$ cat config.mk
export PLATFORM = sky130hd
export DESIGN_NAME = tagged_serial_frame_parser
export DESIGN_NICKNAME = d
export VERILOG_FILES = /design/src/rtl/tsfp_pkg.sv /design/src/rtl/tsfp_front.sv /design/src/rtl/tsfp_queue.sv /design/src/rtl/tsfp_back.sv /design/src/rtl/tagged_serial_frame_parser.sv
export SDC_FILE = /design/constraint.sdc
export NUM_CORES = 1
export LEC_CHECK = 0
export BUFFER_PORTS_ARGS = -buffer_cell sky130_fd_sc_hd__buf_4
export CELL_PAD_IN_SITES_DETAIL_PLACEMENT = 0
export CELL_PAD_IN_SITES_GLOBAL_PLACEMENT = 1
export CORE_ASPECT_RATIO = 2
export CORE_MARGIN = 2
export CORE_UTILIZATION = 25
export CTS_CLUSTER_SIZE = 16
export DETAILED_ROUTE_END_ITERATION = 10
export PLACE_DENSITY = 0.57
export SLEW_MARGIN = 20
export SYNTH_ARGS = -nofsm -noshare
export SYNTH_HDL_FRONTEND = slang
export SYNTH_SLANG_ARGS = --single-unit
export TNS_END_PERCENT = 10
$ cat constraint.sdc
create_clock -name clk -period 4 [get_ports clk]
set_input_delay 0.2 -clock clk [delete_from_list [all_inputs] [get_ports clk]]
set_output_delay 0.2 -clock clk [all_outputs]
set_load 0.02 [all_outputs]
$ cat src/rtl/tsfp_pkg.sv
// Shared types, constants and helpers for the tagged serial frame parser.
// Used by every module under rtl/. No dependencies.
package tsfp_pkg;

  localparam int MAC_BYTES_DEF   = 8;
  localparam int QUEUE_DEPTH_DEF = 4;

  // Tags as seen in the 4-byte window, oldest byte in the top bits.
  localparam logic [31:0] TAG_PKT = 32'h504B_543E;  // "PKT>"
  localparam logic [31:0] TAG_MAC = 32'h4D41_433E;  // "MAC>"
  localparam logic [31:0] TAG_VER = 32'h5645_523E;  // "VER>"
  localparam logic [31:0] TAG_TXC = 32'h5458_433E;  // "TXC>"
  localparam logic [31:0] TAG_TXF = 32'h5458_4621;  // "TXF!"
  localparam logic [31:0] TAG_CRC = 32'h4352_4321;  // "CRC!"
  localparam logic [31:0] TAG_RDY = 32'h5244_593E;  // "RDY>"

  typedef enum logic [1:0] {
    KIND_PAYLOAD = 2'd0,
    KIND_MAC     = 2'd1,
    KIND_VERSION = 2'd2,
    KIND_STATUS  = 2'd3
  } kind_t;

  typedef enum logic [1:0] {
    ST_COMPLETE  = 2'd0,
    ST_CRC_ERROR = 2'd1,
    ST_TX_ERROR  = 2'd2,
    ST_READY     = 2'd3
  } status_t;

  typedef enum logic [4:0] {
    PH_HEADER  = 5'b00001,
    PH_LENGTH  = 5'b00010,
    PH_PAYLOAD = 5'b00100,
    PH_MAC     = 5'b01000,
    PH_VERSION = 5'b10000
  } phase_t;

  // One classified received byte, as carried through the queue.
  typedef struct packed {
    logic [7:0] rx_byte;
    logic       is_hex;
    logic [3:0] digit;
  } item_t;

  typedef struct packed {
    logic       is_hex;
    logic [3:0] digit;
  } hex_t;

  function automatic hex_t hex_decode(input logic [7:0] c);
    hex_t h;
    h.is_hex = 1'b1;
    h.digit  = 4'd0;
    if (c >= 8'h30 && c <= 8'h39) begin
      h.digit = c[3:0];
    end else if ((c >= 8'h41 && c <= 8'h46) || (c >= 8'h61 && c <= 8'h66)) begin
      h.digit = c[3:0] + 4'd9;
    end else begin
      h.is_hex = 1'b0;
    end
    return h;
  endfunction

endpackage

$ cat src/rtl/tsfp_front.sv
// Front end: takes received bytes and classifies them as hex digits.
// Depends on tsfp_pkg.
module tsfp_front (
  input  logic               s_tvalid,
  output logic               s_tready,
  input  logic [7:0]         s_tdata,
  input  logic               q_ready,
  output logic               push,
  output tsfp_pkg::item_t    item
);

  tsfp_pkg::hex_t hex;

  assign hex          = tsfp_pkg::hex_decode(s_tdata);
  assign s_tready     = q_ready;
  assign push         = s_tvalid & q_ready;
  assign item.rx_byte = s_tdata;
  assign item.is_hex  = hex.is_hex;
  assign item.digit   = hex.digit;

endmodule

$ cat src/rtl/tsfp_queue.sv
// Short FIFO of classified bytes between front and back end.
// Depends on tsfp_pkg.
module tsfp_queue #(
  parameter int DEPTH = tsfp_pkg::QUEUE_DEPTH_DEF
) (
  input  logic            clk,
  input  logic            rst,
  input  logic            push,
  input  tsfp_pkg::item_t push_item,
  output logic            ready,
  output logic            valid,
  input  logic            pop,
  output tsfp_pkg::item_t pop_item
);

  localparam int PW = (DEPTH > 1) ? $clog2(DEPTH) : 1;
  localparam int CW = $clog2(DEPTH + 1);
  localparam logic [PW-1:0] PTR_LAST = PW'(DEPTH - 1);
  localparam logic [CW-1:0] CNT_FULL = CW'(DEPTH);

  tsfp_pkg::item_t slots [DEPTH];
  logic [PW-1:0] wr_ptr;
  logic [PW-1:0] rd_ptr;
  logic [CW-1:0] count;
  logic          do_push;
  logic          do_pop;

  assign ready    = (count != CNT_FULL);
  assign valid    = (count != '0);
  assign do_push  = push & ready;
  assign do_pop   = pop & valid;
  assign pop_item = slots[rd_ptr];

  always_ff @(posedge clk) begin
    if (do_push) begin
      slots[wr_ptr] <= push_item;
    end
  end

  always_ff @(posedge clk) begin
    if (rst) begin
      wr_ptr <= '0;
      rd_ptr <= '0;
      count  <= '0;
    end else begin
      if (do_push) begin
        wr_ptr <= (wr_ptr == PTR_LAST) ? '0 : wr_ptr + 1'b1;
      end
      if (do_pop) begin
        rd_ptr <= (rd_ptr == PTR_LAST) ? '0 : rd_ptr + 1'b1;
      end
      if (do_push && !do_pop) begin
        count <= count + 1'b1;
      end else if (do_pop && !do_push) begin
        count <= count - 1'b1;
      end
    end
  end

endmodule

$ cat src/rtl/tsfp_back.sv
// Back end: tag search and field parsing, one queued byte per cycle while
// the output is not stalled, with the output register. Depends on tsfp_pkg.
module tsfp_back #(
  parameter int MAC_BYTES = tsfp_pkg::MAC_BYTES_DEF
) (
  input  logic            clk,
  input  logic            rst,
  input  logic            q_valid,
  input  tsfp_pkg::item_t q_item,
  output logic            pop,
  output logic            m_tvalid,
  input  logic            m_tready,
  output logic [31:0]     m_tdata,
  output logic            m_tlast
);

  localparam logic [8:0] MAC_COUNT = 9'(MAC_BYTES);

  tsfp_pkg::phase_t phase, phase_next;
  logic [31:0] win, win_next;
  logic [7:0]  len, len_next;
  logic [7:0]  pos, pos_next;
  logic [1:0]  cnt, cnt_next;
  logic [15:0] acc, acc_next;
  logic        ended, ended_next;
  logic        ver_pending, ver_pending_next;

  logic        emit;
  logic [1:0]  res_kind;
  logic [15:0] res_value;
  logic [7:0]  res_pos;
  logic        res_last;

  logic [31:0] shifted;
  logic [15:0] acc_h;
  logic        ended_h;
  logic [1:0]  cnt_inc;
  logic [7:0]  pos_inc;

  logic [1:0]  kind_q;
  logic [15:0] value_q;
  logic [7:0]  position_q;

  assign pop     = q_valid & (~m_tvalid | m_tready);
  assign shifted = {win[23:0], q_item.rx_byte};
  assign cnt_inc = cnt + 2'd1;
  assign pos_inc = pos + 8'd1;

  // digit accumulation; a non-hex char freezes the number
  always_comb begin
    acc_h   = acc;
    ended_h = ended;
    if (q_item.is_hex) begin
      if (!ended) begin
        acc_h = {acc[11:0], q_item.digit};
      end
    end else begin
      ended_h = 1'b1;
    end
  end

  always_comb begin
    phase_next       = phase;
    win_next         = win;
    len_next         = len;
    pos_next         = pos;
    cnt_next         = cnt;
    acc_next         = acc;
    ended_next       = ended;
    ver_pending_next = ver_pending;
    emit             = 1'b0;
    res_kind         = tsfp_pkg::KIND_PAYLOAD;
    res_value        = '0;
    res_pos          = '0;
    res_last         = 1'b0;
    if (pop) begin
      unique case (phase)
        tsfp_pkg::PH_LENGTH: begin
          len_next   = q_item.rx_byte;
          pos_next   = '0;
          phase_next = (q_item.rx_byte == 8'd0) ? tsfp_pkg::PH_HEADER
                                                 : tsfp_pkg::PH_PAYLOAD;
        end
        tsfp_pkg::PH_PAYLOAD: begin
          emit      = 1'b1;
          res_kind  = tsfp_pkg::KIND_PAYLOAD;
          res_value = {8'd0, q_item.rx_byte};
          res_pos   = pos;
          res_last  = (pos_inc == len);
          pos_next  = pos_inc;
          if (res_last) begin
            phase_next = tsfp_pkg::PH_HEADER;
          end
        end
        tsfp_pkg::PH_MAC: begin
          if (cnt_inc == 2'd2) begin
            emit       = 1'b1;
            res_kind   = tsfp_pkg::KIND_MAC;
            res_value  = {8'd0, acc_h[7:0]};
            res_pos    = pos;
            res_last   = ({1'b0, pos} + 9'd1 == MAC_COUNT);
            pos_next   = pos_inc;
            cnt_next   = '0;
            acc_next   = '0;
            ended_next = 1'b0;
            if (res_last) begin
              phase_next = tsfp_pkg::PH_HEADER;
            end
          end else begin
            cnt_next   = cnt_inc;
            acc_next   = acc_h;
            ended_next = ended_h;
          end
        end
        tsfp_pkg::PH_VERSION: begin
          if (cnt == 2'd3) begin
            emit       = 1'b1;
            res_kind   = tsfp_pkg::KIND_VERSION;
            res_value  = acc_h;
            cnt_next   = '0;
            acc_next   = '0;
            ended_next = 1'b0;
            phase_next = tsfp_pkg::PH_HEADER;
          end else begin
            cnt_next   = cnt_inc;
            acc_next   = acc_h;
            ended_next = ended_h;
          end
        end
        default: begin
          // header search; stray phase codes land here too
          phase_next = tsfp_pkg::PH_HEADER;
          win_next   = shifted;
          res_kind   = tsfp_pkg::KIND_STATUS;
          if (shifted == tsfp_pkg::TAG_PKT) begin
            phase_next = tsfp_pkg::PH_LENGTH;
            cnt_next   = '0;
            acc_next   = '0;
            ended_next = 1'b0;
            win_next   = '0;
          end else if (shifted == tsfp_pkg::TAG_MAC) begin
            phase_next = tsfp_pkg::PH_MAC;
            pos_next   = '0;
            cnt_next   = '0;
            acc_next   = '0;
            ended_next = 1'b0;
            win_next   = '0;
          end else if (shifted == tsfp_pkg::TAG_VER) begin
            if (ver_pending) begin
              ver_pending_next = 1'b0;
              phase_next       = tsfp_pkg::PH_VERSION;
              pos_next         = '0;
              cnt_next         = '0;
              acc_next         = '0;
              ended_next       = 1'b0;
              win_next         = '0;
            end
          end else if (shifted == tsfp_pkg::TAG_TXC) begin
            emit      = 1'b1;
            res_value = {14'd0, tsfp_pkg::ST_COMPLETE};
          end else if (shifted == tsfp_pkg::TAG_CRC) begin
            emit      = 1'b1;
            res_value = {14'd0, tsfp_pkg::ST_CRC_ERROR};
          end else if (shifted == tsfp_pkg::TAG_TXF) begin
            emit      = 1'b1;
            res_value = {14'd0, tsfp_pkg::ST_TX_ERROR};
          end else if (shifted == tsfp_pkg::TAG_RDY) begin
            emit      = 1'b1;
            res_value = {14'd0, tsfp_pkg::ST_READY};
          end
        end
      endcase
    end
  end

  always_ff @(posedge clk) begin
    if (rst) begin
      phase       <= tsfp_pkg::PH_HEADER;
      win         <= '0;
      len         <= '0;
      pos         <= '0;
      cnt         <= '0;
      acc         <= '0;
      ended       <= 1'b0;
      ver_pending <= 1'b1;
      m_tvalid    <= 1'b0;
    end else begin
      phase       <= phase_next;
      win         <= win_next;
      len         <= len_next;
      pos         <= pos_next;
      cnt         <= cnt_next;
      acc         <= acc_next;
      ended       <= ended_next;
      ver_pending <= ver_pending_next;
      if (pop) begin
        m_tvalid <= emit;
      end else if (m_tready) begin
        m_tvalid <= 1'b0;
      end
    end
  end

  // result payload; loaded only when a result is produced
  always_ff @(posedge clk) begin
    if (pop && emit) begin
      kind_q     <= res_kind;
      value_q    <= res_value;
      position_q <= res_pos;
      m_tlast    <= res_last;
    end
  end

  assign m_tdata = {6'd0, position_q, value_q, kind_q};

endmodule

$ cat src/rtl/tagged_serial_frame_parser.sv
// Top level of the tagged serial frame parser.
// Depends on tsfp_pkg, tsfp_front, tsfp_queue and tsfp_back.
//
// Usage:
//   Slave channel (s_*): one received serial byte per transfer in s_tdata.
//   Master channel (m_*): at most one result per byte. m_tdata carries
//   result_kind, value and position; m_tlast marks the final payload byte
//   or the final MAC byte.
//   The parser hunts for PKT>, MAC>, VER> (taken once after reset), TXC>,
//   TXF!, CRC! and RDY> in a sliding 4-byte window. PKT> is followed by a
//   length byte and that many payload bytes (zero length returns straight
//   to the hunt). MAC> is followed by 2*MAC_BYTES hex chars, VER> by four.
// Timing:
//   One byte per cycle sustained while results are taken. An accepted byte
//   is written into the FIFO, parsed when the parser pops it, and its
//   result is loaded into the result register that drives m_*.
//   The parser state update closes a loop on the parser registers.
//   A QUEUE_DEPTH-entry FIFO sits between the byte classifier and the
//   parser; s_tready drops only when it is full. When the receiver stalls
//   the result register holds, the parser stops, and the FIFO absorbs input.
// Reset:
//   rst (synchronous, active high) empties the FIFO, drops m_tvalid, clears
//   the window and returns to the header hunt with VER> armed again.
module tagged_serial_frame_parser #(
  parameter int MAC_BYTES   = tsfp_pkg::MAC_BYTES_DEF,
  parameter int QUEUE_DEPTH = tsfp_pkg::QUEUE_DEPTH_DEF
) (
  input  logic        clk,
  input  logic        rst,
  input  logic        s_tvalid,
  output logic        s_tready,
  input  logic [7:0]  s_tdata,   // [7:0] rx_byte
  output logic        m_tvalid,
  input  logic        m_tready,
  output logic [31:0] m_tdata,   // [1:0] result_kind, [17:2] value, [25:18] position
  output logic        m_tlast
);

  tsfp_pkg::item_t push_item;
  tsfp_pkg::item_t pop_item;
  logic            push;
  logic            q_ready;
  logic            q_valid;
  logic            pop;

  // byte classification
  tsfp_front u_front (
    .s_tvalid (s_tvalid),
    .s_tready (s_tready),
    .s_tdata  (s_tdata),
    .q_ready  (q_ready),
    .push     (push),
    .item     (push_item)
  );

  // decoupling FIFO
  tsfp_queue #(
    .DEPTH (QUEUE_DEPTH)
  ) u_queue (
    .clk       (clk),
    .rst       (rst),
    .push      (push),
    .push_item (push_item),
    .ready     (q_ready),
    .valid     (q_valid),
    .pop       (pop),
    .pop_item  (pop_item)
  );

  // tag hunt, field parsing, result register
  tsfp_back #(
    .MAC_BYTES (MAC_BYTES)
  ) u_back (
    .clk      (clk),
    .rst      (rst),
    .q_valid  (q_valid),
    .q_item   (pop_item),
    .pop      (pop),
    .m_tvalid (m_tvalid),
    .m_tready (m_tready),
    .m_tdata  (m_tdata),
    .m_tlast  (m_tlast)
  );

  // an accepted byte is in the FIFO on the next cycle
  assert property (@(posedge clk) disable iff (rst)
    (s_tvalid && s_tready) |=> q_valid)
    else $error("accepted byte missing from queue");

  // last only marks payload or MAC bytes
  assert property (@(posedge clk) disable iff (rst)
    (m_tvalid && m_tlast) |->
      (m_tdata[1:0] == tsfp_pkg::KIND_PAYLOAD || m_tdata[1:0] == tsfp_pkg::KIND_MAC))
    else $error("last set on version or status result");

  // version and status results carry position zero
  assert property (@(posedge clk) disable iff (rst)
    (m_tvalid && (m_tdata[1:0] == tsfp_pkg::KIND_VERSION ||
                  m_tdata[1:0] == tsfp_pkg::KIND_STATUS)) |-> (m_tdata[25:18] == 8'd0))
    else $error("nonzero position on version or status result");

  // parser never pops while a result is stalled
  assert property (@(posedge clk) disable iff (rst)
    (m_tvalid && !m_tready) |-> !pop)
    else $error("parser advanced under output stall");

endmodule
## After elaboration in Yosys (flattened, before gate mapping)

Memory sizes are Yosys's and may differ from the RTL's. A register that Yosys moved wholly into a read port is not among the register bits.
Cells that the tools add are included.

- Flip-flop bits (word level): 100
- Latch bits: 0
- Bits in writable memories: 52
- ROM bits: 0
- Input port bits: 12
- Output and inout bits: 35
- Logic and storage cells: 176
- Memories: 1

Memory list:

| memory | words | width | rd ports | clocked after memory_dff | wr ports | RTL line | RTL |
|---|---|---|---|---|---|---|---|
| u_queue.slots | 4 | 13 | 1 | 1 | 1 | tsfp_queue.sv:21 | `tsfp_pkg::item_t slots [DEPTH];` |

- $add $sub $neg: 8
- Multipliers: 0
- Divide/modulo/power cells: 0
- Order comparisons: 6
- Eq/ne operators: 23
- Shifts and indexed selects: 0
- Muxes and demuxes: 86
- Bitwise gates (word level): 11
- Reductions and logical operators: 25

Operators with widths:

| kind | number |
|---|---|
| two-way mux 16 bit | 15 |
| == test 32 x 31 -> 1 bit (second input constant) | 7 |
| two-way mux 24 bit | 4 |
| one-hot mux 16 bit (4 select lines) | 1 |
| two-way mux 8 bit | 7 |
| one-hot mux 16 bit (3 select lines) | 1 |
| two-way mux 5 bit | 8 |
| one-hot mux 8 bit (4 select lines) | 1 |
| two-way mux 1 bit | 25 |
| two-way mux 2 bit | 12 |
| one-hot mux 5 bit (4 select lines) | 1 |
| nonzero test 5 bit | 4 |
| greater-or-equal comparator 8 x 7 -> 1 bit (second input constant) | 2 |
| <= comparator 8 x 7 -> 1 bit (second input constant) | 2 |
| one-hot mux 8 bit (2 select lines) | 1 |
| one-hot mux 2 bit (3 select lines) | 2 |
| AND reduction 5 bit | 2 |
| adder 8 x 1 -> 9 bit (second input constant) | 1 |
| == test 9 x 4 -> 1 bit (second input constant) | 1 |
| two-way mux 3 bit | 3 |
| adder 8 x 1 -> 8 bit (second input constant) | 1 |
| == test 2 bit (second input constant) | 4 |
| == test 8 bit | 1 |
| greater-or-equal comparator 8 x 6 -> 1 bit (second input constant) | 1 |
| 30 further kinds | 52 |

## Depth between registers and ports, before layout

Gate-level depths: netlist of the first run.

- Depth after elaboration: 11
- Mapped depth: 10
- Depth with buffers taken out: 10

## Cells and area by module

From an unflattened synthesis of the first run, not the netlist that was laid out.

- Cells, all modules: 677
- Area, all modules: 7,314.5 µm²

By module, submodules not included:

| module | instances | cells an instance | area an instance (µm²) | seq. area each (µm²) |
|---|---|---|---|---|
| tsfp_back | 1 | 527 | 4,687.0 | 2,132.0 |
| tsfp_queue | 1 | 115 | 2,349.8 | 1,741.7 |
| tsfp_front | 1 | 35 | 277.8 | 0.0 |

## Worst setup path after synthesis of the first run

No wires, ideal clock.

- Path type: register to register
- Start point: register (tool-made name)
- End point: register u_back.kind_q[0] (enable)
- Setup time: 0.385 ns
- Arrival: 2.878 ns
- Data required time: 3.615 ns
- Setup slack: 0.737 ns
- Cell stages (with the launch flop): 8
- Buffers on the path: 1
- Period minus slack after synthesis: 3.263 ns
- Cells stage by stage: dfxtp_1 > buf_6 > mux4_2 > or4_1 > nor4_2 > a21oi_1 > nand3_1 > o21a_1

RTL lines:

| item | RTL line | RTL |
|---|---|---|
| end signal: assignment | tsfp_back.sv:207 | `kind_q <= res_kind;` |
| end: declaration | tsfp_back.sv:40 | `logic [1:0] kind_q;` |

==> flow_metrics.tcl, run 1 <==
set metrics [dict create \
    drc 0 \
    final_util_pct 30.00 \
    fmax_mhz 317.1 \
    path_cells "buf_4 > mux4_2 > nor3_2 > and3_1 > o21ai_0 > a31oi_1 > a311oi_1" \
    grt_max_degree 55 \
    synth_enable_flop_cells 79 \
    wl_per_cell_um 17.66 \
    cts_max_level 4 \
    core_area_um2 28190 \
    syn_avg_cell_area_um2 10.83 \
    synth_seq_cells 154 \
    power_leakage_nw 2.954 \
    path_max_fanout 10 \
    cp_data_required_time_ns 4.29 \
    io_pins 47 \
    whs_path_depth 1 \
    start_util_pct 25.38 \
    antenna_found_initial 0 \
    path_clk_slew_ns 0.07 \
    layout_common_cells "nand2_1, edfxtp_1, dfxtp_1, nor2_1, buf_4" \
    crit_path_end_kind "flip-flop" \
    max_slew_margin_pct 39.17 \
    grt_pass1_vias 5422 \
    crit_path_start_kind "flip-flop" \
    status "completed" \
    first_pass_iters 4 \
    grtUsageTotal_pct 13.47 \
    cts_tree "done" \
    timing.hold.ws_ns 0.02657 \
    yosysWarnings 0 \
    die_w_um 123.6 \
    met3_usage_pct 3.137 \
    antenna_cells 0 \
    overflow 0 \
    die_area_um2 30070 \
    synth.largest_area_cell "edfxtp_1" \
    reg2reg_slack_ns 0.85 \
    hold_path.class "in2reg" \
    crit_type "reg2reg" \
    yosysSeqAreaShare_pct 54.14 \
    slowest_delay_ns 0.63 \
    worstPathArrival_ns 3.45 \
    hold_violations 0 \
    cts_buffers 17 \
    p_per_area_nw_per_um2 539.4 \
    grt-busiest-layer "met2" \
    insertion_delay_ns 0.45 \
    dpl.hpwl_um 14200 \
    synth.area.top_cells "edfxtp_1, dfxtp_1, nand2_1" \
    final_common_cell "nand2_1" \
    postCtsSetupBuffers 0 \
    rows 87 \
    crit_buf_inv 1 \
    slew_viol_final 0 \
    rr_worst_depth 7 \
    period_share_pct 78.84 \
    synth_cells 661 \
    cts.sinks 154 \
    gp_congestion 0.8169 \
    rsz0062_at_grt "false" \
    grt_pass1_wl_um 30150 \
    drt_iter0_markers 322 \
    root_buffer "clkbuf_16" \
    worst_path_dominant_cell_family "compound AO/OA/AOI/OAI gates" \
    r2r_end "u_back.pos[3]" \
    vias 5141 \
    synth_top_area_share_pct 33.15 \
    worst_ir_drop_vdd_uv 312.6 \
    drt_wl_total_um 19000 \
    met2_usage_pct 25.44 \
    portBuffers 40 \
    worstHoldEndpoint "u_queue.slots[1][7]" \
    tns_ns 0 \
    synthFlopType "edfxtp_1" \
    tightest_slew_ns 0.9090 \
    clk_path_buf_depth 2 \
    cp_slowest_cell "mux4_2" \
    grtUsageMet1_pct 13.15 \
    period_needed_ns 3.154 \
    antenna_left 0 \
    setup_violations 0 \
    drt-vias-per-instance 4.778 \
    skew_ns 0.009788 \
    drive_gt1_share_pct 15.56 \
    placed_area_um2 7824 \
    min_from "s_tdata[2]" \
    fillCellCount 2921 \
    max_cap_viol_count 0 \
    yosysUniqueCellTypes 67 \
    async_reset_ff_share_pct 0 \
    syn2layout_area_growth_pct 18.18 \
    dieHeight_um 243.3 \
    syn_area_um2 7156 \
    finalInstanceArea_um2 8457 \
    finalNetCount 733 \
]
-- Yosys cell counts (all sizes together) (14+ instances only) --
cell	n
nand2	86
edfxtp	79
dfxtp	75
nor2	62
a21oi	47
mux2i	30
nand3	27
clkbuf	22
o21ai	20
and2	14
buf	14
-- report_power, final --
part           internal (mW)  switching [mW]
combinational          0.413           0.651
clock                  0.826           0.744
sequential              1.80           0.128
-- registers in the layout, indices dropped and copies added (netlist names), 2 cells and up, named ones only --
| signal | count |
|---|---|
| u_back.position_q | 8 |
| u_queue.count | 3 |
| u_queue.slots | 52 |
| u_back.len | 8 |
| u_back.cnt | 2 |
| u_back.acc | 16 |
| u_back.kind_q | 2 |
| u_back.pos | 8 |
| u_back.win | 24 |
| u_queue.rd_ptr | 2 |
| u_queue.wr_ptr | 2 |
| u_back.value_q | 16 |
| u_back.phase | 5 |
-- cell type report --
| type | instances | area (um^2) | share of cell area [%] |
|---|---|---|---|
| Timing Repair Buffer | 58 | 450.4 | 5.326 |
| Sequential cell | 154 | 3874 | 45.81 |
| Clock buffer | 17 | 425.4 | 5.030 |
| Clock inverter | 15 | 147.6 | 1.746 |
| Multi-Input combinational cell | 462 | 3062 | 36.20 |
| Tap cell | 356 | 445.4 | 5.267 |
| Inverter | 14 | 52.55 | 0.6214 |
-- logic make-up after synthesis --
kind of cell | share of synthesized area [%]
adder cells (fa/ha/maj) | 2.553
AND/OR/NAND/NOR | 18.99
other | 0.05241
multiplexers | 8.813
buffers and inverters | 3.340
XOR/XNOR | 1.224
flip-flops | 54.14
AO/OA/AOI/OAI | 10.89
-- metrics by stage --
| stage | instances | power, mW | setup slack [ns] |
|---|---|---|---|
| floorplan | 666 | 2.698 | 0.7369 |
| global placement | 1038 | 3.038 | 0.8661 |
| detailed placement | 1038 | 3.046 | 0.8271 |
| CTS | 1076 | 4.628 | 0.7926 |
| global route | 1076 | 4.805 | 0.5469 |
| finish | 1076 | 4.561 | 0.8464 |
-- per-layer routing --
layer / up-vias / routed length (um)
met3: 38 / 520
met4: 0 / 734
met2: 99 / 10880
li1: 2521 / -
met1: 2483 / 6868
met5: - / 0
-- timing repair --
| action | 4_1_cts | 5_1_grt |
|---|---|---|
| resized for setup | 0 | 0 |
| hold endpoints to repair | 24 | 0 |
| hold buffers | 6 | 0 |
-- worst max path at each step --
stage / cells after the start / endpoint / from / slack [ns]
after global placement: 7 / u_back.value_q[12] / flip-flop / 0.87
after global routing: 7 / u_back.position_q[4] / flip-flop / 0.55
after detailed placement: 7 / u_back.pos[6] / flip-flop / 0.83
final: 7 / u_back.pos[3] / flip-flop / 0.85
after CTS: 7 / u_back.pos[6] / flip-flop / 0.79
after floorplan: 7 / u_back.kind_q[0] / flip-flop / 0.74
Power figures use the tool's default switching activity.
==> run 2: changes to the inputs <==
PLACE_DENSITY = 0.58   (was 0.57)
clock period = 2.9 ns   (was 4 ns; I/O delays follow)
==> flow_metrics.tcl, run 2 (synthesis results as in run 1) <==
set metrics [dict create \
    status "completed" \
    drive_gt1_share_pct 18.50 \
    regMostFlops "u_queue.slots" \
    wl_per_cell_um 16.75 \
    insertion_delay_ns 0.44 \
    cp_slowest_cell "mux4_1" \
    syn2layout_area_growth_pct 22.07 \
    period_share_pct 93.88 \
    dpl.hpwl_um 13930 \
    cts_buffers 17 \
    cp_data_required_time_ns 3.05 \
    max_slew_margin_pct 41.83 \
    crit_path_end_kind "flip-flop" \
    top_regs "u_queue.slots (52), u_back.win (24)" \
    skew_ns 0.01254 \
    grt_max_degree 55 \
    final_common_cell "nand2_1" \
    vias 5202 \
    rows 87 \
    portBuffers 40 \
    power_frac_seq_pct 40.8 \
    drt_wl_total_um 18460 \
    switchingPower_mw 2.090 \
    largest_reg_flops 52 \
    grt_pass1_wl_um 28970 \
    path_max_fanout 14 \
    p_per_area_nw_per_um2 750.6 \
    internal_power_mw 4.466 \
    fmax_mhz 367.3 \
    grtUsageTotal_pct 12.96 \
    tns_ns 0 \
    overflow 0 \
    antenna_left 0 \
    period_needed_ns 2.722 \
    hold_violations 0 \
    die_area_um2 30070 \
    drc 0 \
    cts_tree "done" \
    crit_path_start_kind "flip-flop" \
    grt_pass1_vias 5231 \
    cts.sinks 154 \
    fin_ws_ns 0.1776 \
    worstPathArrival_ns 2.87 \
    pre_cts_ws_ns 0.08268 \
    rsz0062_at_grt "false" \
    core_area_um2 28190 \
    start_util_pct 25.38 \
    finalInstanceArea_um2 8735 \
    slowest_delay_ns 0.58 \
    path_cells "mux4_1 > or4_1 > nor4_2 > a21oi_1 > nand3_1 > o21a_4 > buf_12" \
    placed_area_um2 8049 \
    die_w_um 123.6 \
    p_sw_share_pct 31.88 \
    drt-vias-per-instance 4.721 \
    finalNetCount 759 \
    power.share.clock_pct 34.9 \
    power_leakage_nw 3.123 \
    clk_path_buf_depth 2 \
    tightest_slew_ns 0.8693 \
    gp_congestion 0.8289 \
    setup_violations 0 \
    io_pins 47 \
    first_pass_iters 4 \
    worst_ir_drop_vdd_uv 443.6 \
    combinationalPowerShare_pct 24.3 \
    antenna_cells 0 \
    dieHeight_um 243.3 \
    path_clk_slew_ns 0.06 \
    root_buffer "clkbuf_16" \
    slew_viol_final 0 \
    antenna_found_initial 0 \
    cts_max_level 4 \
    hold_path.class "in2reg" \
    max_cap_viol_count 0 \
    timing.hold.ws_ns 0.1121 \
    drt_iter0_markers 302 \
    crit_type "reg2reg" \
    layout_common_cells "nand2_1, edfxtp_1, dfxtp_1, buf_4, nor2_1" \
]
-- run 2: changes by cell type in the layout (fill, tap and decap cells not counted) --
cell,previous run,this run
buf_4,52,73
buf_12,0,3
bufinv_16,0,2
clkinv_8,2,0
clkinvlp_4,2,0
dlygate4sd3_1,6,8
inv_6,6,4
inv_8,3,5
clkinv_2,1,2
clkinv_4,1,2
dfxtp_1,75,74
dfxtp_2,0,1
o21a_1,2,1
o21a_4,0,1
-- run 2: layer usage --
metal	vias to the layer above	wire length, um	global-route usage [%]
li1	2571	-	-
met1	2523	6620	12.29
met2	83	10720	25.15
met3	25	482	2.739
met4	0	633	6.384
met5	-	0	0
-- run 2: critical path: cells and delay by family (launching register included) --
| kind | cells | cell delay [ns] |
|---|---|---|
| multiplexers | 1 | 0.58 |
| buffers and inverters | 1 | 0.14 |
| flip-flops | 1 | 0.40 |
| AND/OR/NAND/NOR | 3 | 1.01 |
| AO/OA/AOI/OAI | 2 | 0.29 |
-- run 2: layout make-up --
type / count / area (um^2)
Timing Repair Buffer: 84 / 688.2
Sequential cell: 154 / 3875
Clock inverter: 15 / 178.9
Inverter: 14 / 52.55
Tap cell: 356 / 445.4
Clock buffer: 17 / 425.4
Fill cell: 2861 / 19460
Multi-Input combinational cell: 462 / 3069
-- run 2: final timing paths --
kind,startpoint,endpoint,slack (ns),depth (start not counted)
worst max register to register,flip-flop,u_back.value_q[15],0.18,7
worst min register to register,u_back.win[22],u_back.win[22],0.45,2
worst min-delay path,m_tready,u_back.m_tvalid,0.11,3
worst max-delay path,flip-flop,u_back.value_q[15],0.18,7
-- run 2: through the flow --
| step | instances | util (%) | total power, mW |
|---|---|---|---|
| 2_1_floorplan | 666 | - | 3.723 |
| 3_3_place_gp | 1062 | 28.55 | 4.327 |
| 3_5_place_dp | 1062 | 28.55 | 4.336 |
| 4_1_cts | 1102 | 30.98 | 6.656 |
| 5_1_grt | 1102 | 30.98 | 6.878 |
| 6_report | 1102 | 30.98 | 6.556 |
-- run 2: power by group through the flow --
stage	logic (mW)	registers [mW]	clock network (mW)
after detailed placement	1.61	2.73	0
after floorplan	1.09	2.64	0
final	1.59	2.68	2.29
after CTS	1.62	2.68	2.35
after global routing	1.74	2.71	2.43
after global placement	1.60	2.73	0
-- run 2: what timing repair did --
action | 4_1_cts | 5_1_grt
endpoints found under the setup margin | 0 | 29
endpoints found under the hold margin | 32 | 0
resized for setup | 0 | 1
setup buffers | 0 | 0
hold buffers | 8 | 0
